`src/design/tft_pkg.sv`:
```
// package for the tcp flow tracker: flow states, flags, status codes
// no dependencies
package tft_pkg;

  localparam logic [1:0] ST_SYN_SENT    = 2'd0;
  localparam logic [1:0] ST_SYN_RCVD    = 2'd1;
  localparam logic [1:0] ST_ESTABLISHED = 2'd2;
  localparam logic [1:0] ST_CLOSED      = 2'd3;

  localparam int FLAG_FIN_BIT = 0;
  localparam int FLAG_SYN_BIT = 1;
  localparam int FLAG_RST_BIT = 2;
  localparam int FLAG_ACK_BIT = 4;

  localparam logic [2:0] STAT_DROP_MISS = 3'd0;
  localparam logic [2:0] STAT_CREATED   = 3'd1;
  localparam logic [2:0] STAT_UPDATED   = 3'd2;
  localparam logic [2:0] STAT_DROP_FULL = 3'd3;
  localparam logic [2:0] STAT_SWEEP     = 3'd4;

  localparam logic [1:0] CFG_CLOSED   = 2'd0;
  localparam logic [1:0] CFG_SYN_SENT = 2'd1;
  localparam logic [1:0] CFG_SYN_RCVD = 2'd2;
  localparam logic [1:0] CFG_IDLE     = 2'd3;

  localparam logic [47:0] BYTES_MAX   = 48'hFFFF_FFFF_FFFF;
  localparam logic [31:0] PACKETS_MAX = 32'hFFFF_FFFF;

  typedef enum logic [3:0] {
    S_IDLE, S_SCAN, S_SCAN_W, S_UPD, S_LNK_RD, S_LNK_W, S_CREATE,
    S_EV_RD, S_EV_W, S_EV_CHK, S_OUT
  } seq_state_t;

endpackage

```
`src/design/tft_cmp.sv`:
```
// shared key compare and free-slot test for one table entry (combinational)
// depends on tft_pkg
module tft_cmp
  import tft_pkg::*;
(
  input  logic [63:0] key_a,
  input  logic [39:0] key_b,
  input  logic [63:0] ent_a,
  input  logic [39:0] ent_b,
  input  logic        ent_valid,
  output logic        hit,
  output logic        free
);
  // one entry: key match when valid, free when not valid
  assign hit  = ent_valid && (ent_a == key_a) && (ent_b == key_b);
  assign free = !ent_valid;
endmodule
```
`config.mk`:
```
export PLATFORM = sky130hd
export DESIGN_NAME = tft_cmp
export DESIGN_NICKNAME = d
export VERILOG_FILES = /design/src/design/tft_pkg.sv /design/src/design/tft_cmp.sv
export SDC_FILE = /design/constraint.sdc
export NUM_CORES = 1
export LEC_CHECK = 0
export BUFFER_PORTS_ARGS = -buffer_cell sky130_fd_sc_hd__buf_2
export CAP_MARGIN = 20
export CORE_AREA = 4 4 79 81
export DETAILED_ROUTE_END_ITERATION = 8
export DIE_AREA = 0 0 83 85
export GPL_TIMING_DRIVEN = 0
export PLACE_DENSITY = 0.71
export SYNTH_ARGS = -nofsm -noshare
export SYNTH_HDL_FRONTEND = slang
export SYNTH_SLANG_ARGS = --single-unit
```
`constraint.sdc`:
```
create_clock -name vclk -period 1.8
set_input_delay 0.09 -clock vclk [all_inputs]
set_output_delay 0.09 -clock vclk [all_outputs]
set_load 0.01 [all_outputs]
```
# After elaboration in Yosys (flattened, before gate mapping)
# Index checks and enable logic that the tools add are counted.
[totals] reg_bits=0 in_bits=209 word_cells=5
[op_classes] eq_ne=2 reduce_logical=3
[ops] operator="$eq A64 B64 Y1" count=1
[ops] operator="$eq A40 B40 Y1" count=1
[ops] operator="$logic_and A1 B1 Y1" count=2
[ops] operator="$logic_not A1 Y1" count=1

# Depth between registers and ports, before layout
[depth] depth_word=3 mapped_depth=5

# Worst setup path after synthesis
# Ideal clock, no wire load.
[synth_timing] path_type="input port to output port" startpoint="in ent_b[16]" endpoint="out hit" t_arrival_ns=1.317 slack_ns=0.393 cell_stages=5 n_path_buf=0 cell_sequence="nor2b_4 > a2111o_1 > nor4_1 > nand4_1 > nor4_2"
[synth_via] elab_chain_cells=2
[synth_rtl] item="start, declared" line_no="tft_cmp.sv:9" rtl="input logic [39:0] ent_b,"
[synth_rtl] item="$eq A40 B40 Y1" line_no="tft_cmp.sv:15" rtl="assign hit = ent_valid && (ent_a == key_a) && (ent_b == key_b);"
[synth_rtl] item="$logic_and A1 B1 Y1" line_no="tft_cmp.sv:15"
[synth_rtl] item="end, declared" line_no="tft_cmp.sv:11" rtl="output logic hit,"
# Every way passes these cells.

# Final worst setup path
[layout_timing] startpoint="in key_b[13]" endpoint="out hit"
[layout_via] elab_chain_cells=2
[layout_rtl] item="start, declared" line_no="tft_cmp.sv:7" rtl="input logic [39:0] key_b,"
[layout_rtl] item="$eq A40 B40 Y1" line_no="tft_cmp.sv:15"
[layout_rtl] item="$logic_and A1 B1 Y1" line_no="tft_cmp.sv:15"
# Every way passes these cells.

==> results.cfg <==
[layout]
final_layout_size_suffix_gt1_share_pct = 56.61
seq_area_sq_um = 0
clockBufferCount = 0
n_antenna_cell = 0
fin_area_sq_um = 2620
areaGrowthSynthToFinish_pct = 88.14
nets = 612
fillerInstances = 594
seq_cell_count = 0
finalCoreUtilization_pct = 47.87

[pwr]
vdd_drop_max_mv = 0.1061
power.internal_w = 0.0003210
clkPwrFrac_pct = 0
p_sw_share_pct = 40.13
switching_power_w = 0.0002152
p_per_area_nw_per_um2 = 204.6
power_frac_comb_pct = 100.0
seq_power_share_pct = 0
leakagePower_nw = 1.346

[timing]
slew_headroom_pct = 79.10
setup_ws_ns = 0.09289
fmax_mhz = 585.8
rsz0062_at_grt = yes
finalWorstPathRequiredPeriod_ns = 1.707
worst_pin_slew_ns = 0.3132
maxSlewViolCount = 0
min_period_over_period_pct = 94.84
setup_viol = 0
hold_violations = 0

[cts]
post-cts-setup-buffers = 0
holdBufCountCts = 0

[yosys]
syn_avg_cell_area_sq_um = 7.329
synth_seq_area_share_pct = 0
ys_types = 22
synth_area_sq_um = 1393
synth_cells = 190
synthesis.nets = 399
yosys_warnings = 0

[setup_path]
arrival_ns = 1.62
critPathCapture = hit
crit_type = primary input to output pin
crit_start = key_b[13]
critPathCaptureType = output pin
critPathSlowestCell = a2111o_1
start_kind = primary input
cp.required_ns = 1.71
critical_path.max_stage_delay_ns = 0.39
path_max_fanout = 2
crit_path_cell_trace = buf_6 > nor2b_4 > a2111o_1 > nor4_2 > nand4_1 > nor4_2 > buf_2
crit_path_frequent_cell = nor4_2

[routing]
post-route-drc-count = 0
vias_per_cell = 4.476
ant_nets = 0
drt_iter0_drc = 27
wl_mm = 6.345
routedWlPerCell_um = 13.41
vias = 2117
dr.pass1.iters = 6

[hold_path]
hp-class = primary input to output pin
worstHoldPathCells = 3

[place]
port-buffer-count = 211
dp_slack_ns = -0.006376
dpl.hpwl_mm = 6.080
place_area_sq_um = 2539
gp_congestion = 0.8948

[floorplanning]
dieArea_sq_um = 7055
placementRows = 27
io_pins = 211
dieHeight_um = 85
die_x_um = 83
coreArea_sq_um = 5473
start_util_pct = 25.45

[outcome]
outcome = complete, no violations

[flow_run]
maxCapViolations = 0

[global_route]
grt_usage_pct = 16.59
first_global_vias = 2279
antenna_found_initial = 0
grt-ovfl-total = 0
grt_pass1_wl_mm = 9.929
grt_max_degree = 3
worst max-delay path: cells and delay by family:
family	cells	cell delay (ns)
AOI/OAI and AO/OA	1	0.39
buffers and inverters	2	0.26
and+or+nand+nor	4	0.88
logic make-up after synthesis:
kind of cell	Yosys count	synth area share [%]
xor+xnor	62	38.99
buf+inv	23	6.199
compound gates	25	16.44
simple gates	80	38.36
metrics by stage:
step                      setup TNS [ns]  total power, W  std cells  hold slack (ns)
after floorplan                        0       0.0002234        190           0.2235
after global placement                 0       0.0005091        473           0.4178
after detailed placement       -0.006376       0.0005185        473           0.4190
after CTS                              0       0.0005227        473           0.4195
after global routing            -0.01743       0.0005935        473           0.4318
final                                  0       0.0005361        473           0.4205
synth_stat cells:
cell type | instances | area [sq um]
nor2b_4 | 2 | 27.53
inv_2 | 3 | 11.26
nand2_1 | 1 | 3.750
nor2b_1 | 22 | 137.6
o2111ai_1 | 8 | 70.07
nor3_1 | 2 | 10.01
nand2b_1 | 24 | 150.1
a2111o_1 | 8 | 90.09
or2b_1 | 1 | 7.510
nor4_1 | 9 | 56.30
inv_1 | 20 | 75.07
o22ai_1 | 5 | 31.28
nand4_1 | 13 | 81.33
nand3_1 | 2 | 10.01
xnor2_1 | 45 | 394.1
o221ai_1 | 2 | 17.52
a222oi_1 | 1 | 10.01
a221o_1 | 1 | 10.01
xor2_1 | 17 | 148.9
nor4_2 | 2 | 25.02
nor4_4 | 1 | 21.27
nor2_1 | 1 | 3.750
worst min path at each step:
stage / startpoint / end / slack, ns
floorplan: ent_valid / free / 0.22
global placement: ent_valid / free / 0.42
detailed placement: ent_valid / free / 0.42
CTS: ent_valid / free / 0.42
global route: ent_valid / free / 0.43
finish: ent_valid / free / 0.42
power groups by stage:
stage / sequential [W] / clock [W] / combinational, W
after floorplan: 0 / 0 / 0.000223
after global placement: 0 / 0 / 0.000509
after detailed placement: 0 / 0 / 0.000518
after CTS: 0 / 0 / 0.000523
after global routing: 0 / 0 / 0.000593
final: 0 / 0 / 0.000536
area by class of cell:
type                       count  area, sq um  area share (%)
tap                           72        90.09           3.438
timing repair buffer         211         1075           41.02
inverter                      23        86.33           3.295
multi-input combinational    167         1369           52.24
repair_timing:
| action | 4_1_cts | 5_1_grt |
|---|---|---|
| setup endpoints to repair | 1 | 1 |
| gates resized for setup | 1 | 13 |
| pin swaps | 0 | 8 |
| hold endpoints to repair | 0 | 0 |
cell usage in the layout (no fill, tap or decap):
cell,count
nor2_1,1
nor4_4,2
nor2b_1,19
a2111o_1,8
inv_2,3
o2111ai_1,8
xnor2_1,45
buf_6,3
nand2_1,1
xor2_1,17
nor3_1,2
nor4_1,4
nor4_2,6
nand3_1,2
inv_1,20
o22ai_1,5
buf_2,208
a222oi_1,1
nor2b_4,5
o221ai_1,2
nand4_1,13
or2b_1,1
nand2b_1,24
a221o_1,1
layer usage:
layer | GRT usage (%) | part of all wire, % | vias up
met5 | 0 | 0 | -
met1 | 18.52 | 37 | 899
met2 | 33.89 | 53 | 116
li1 | - | - | 1098
met3 | 2.816 | 8.8 | 4
met4 | 0.8915 | 0.69 | 0
(Power assumes the default switching activity.)
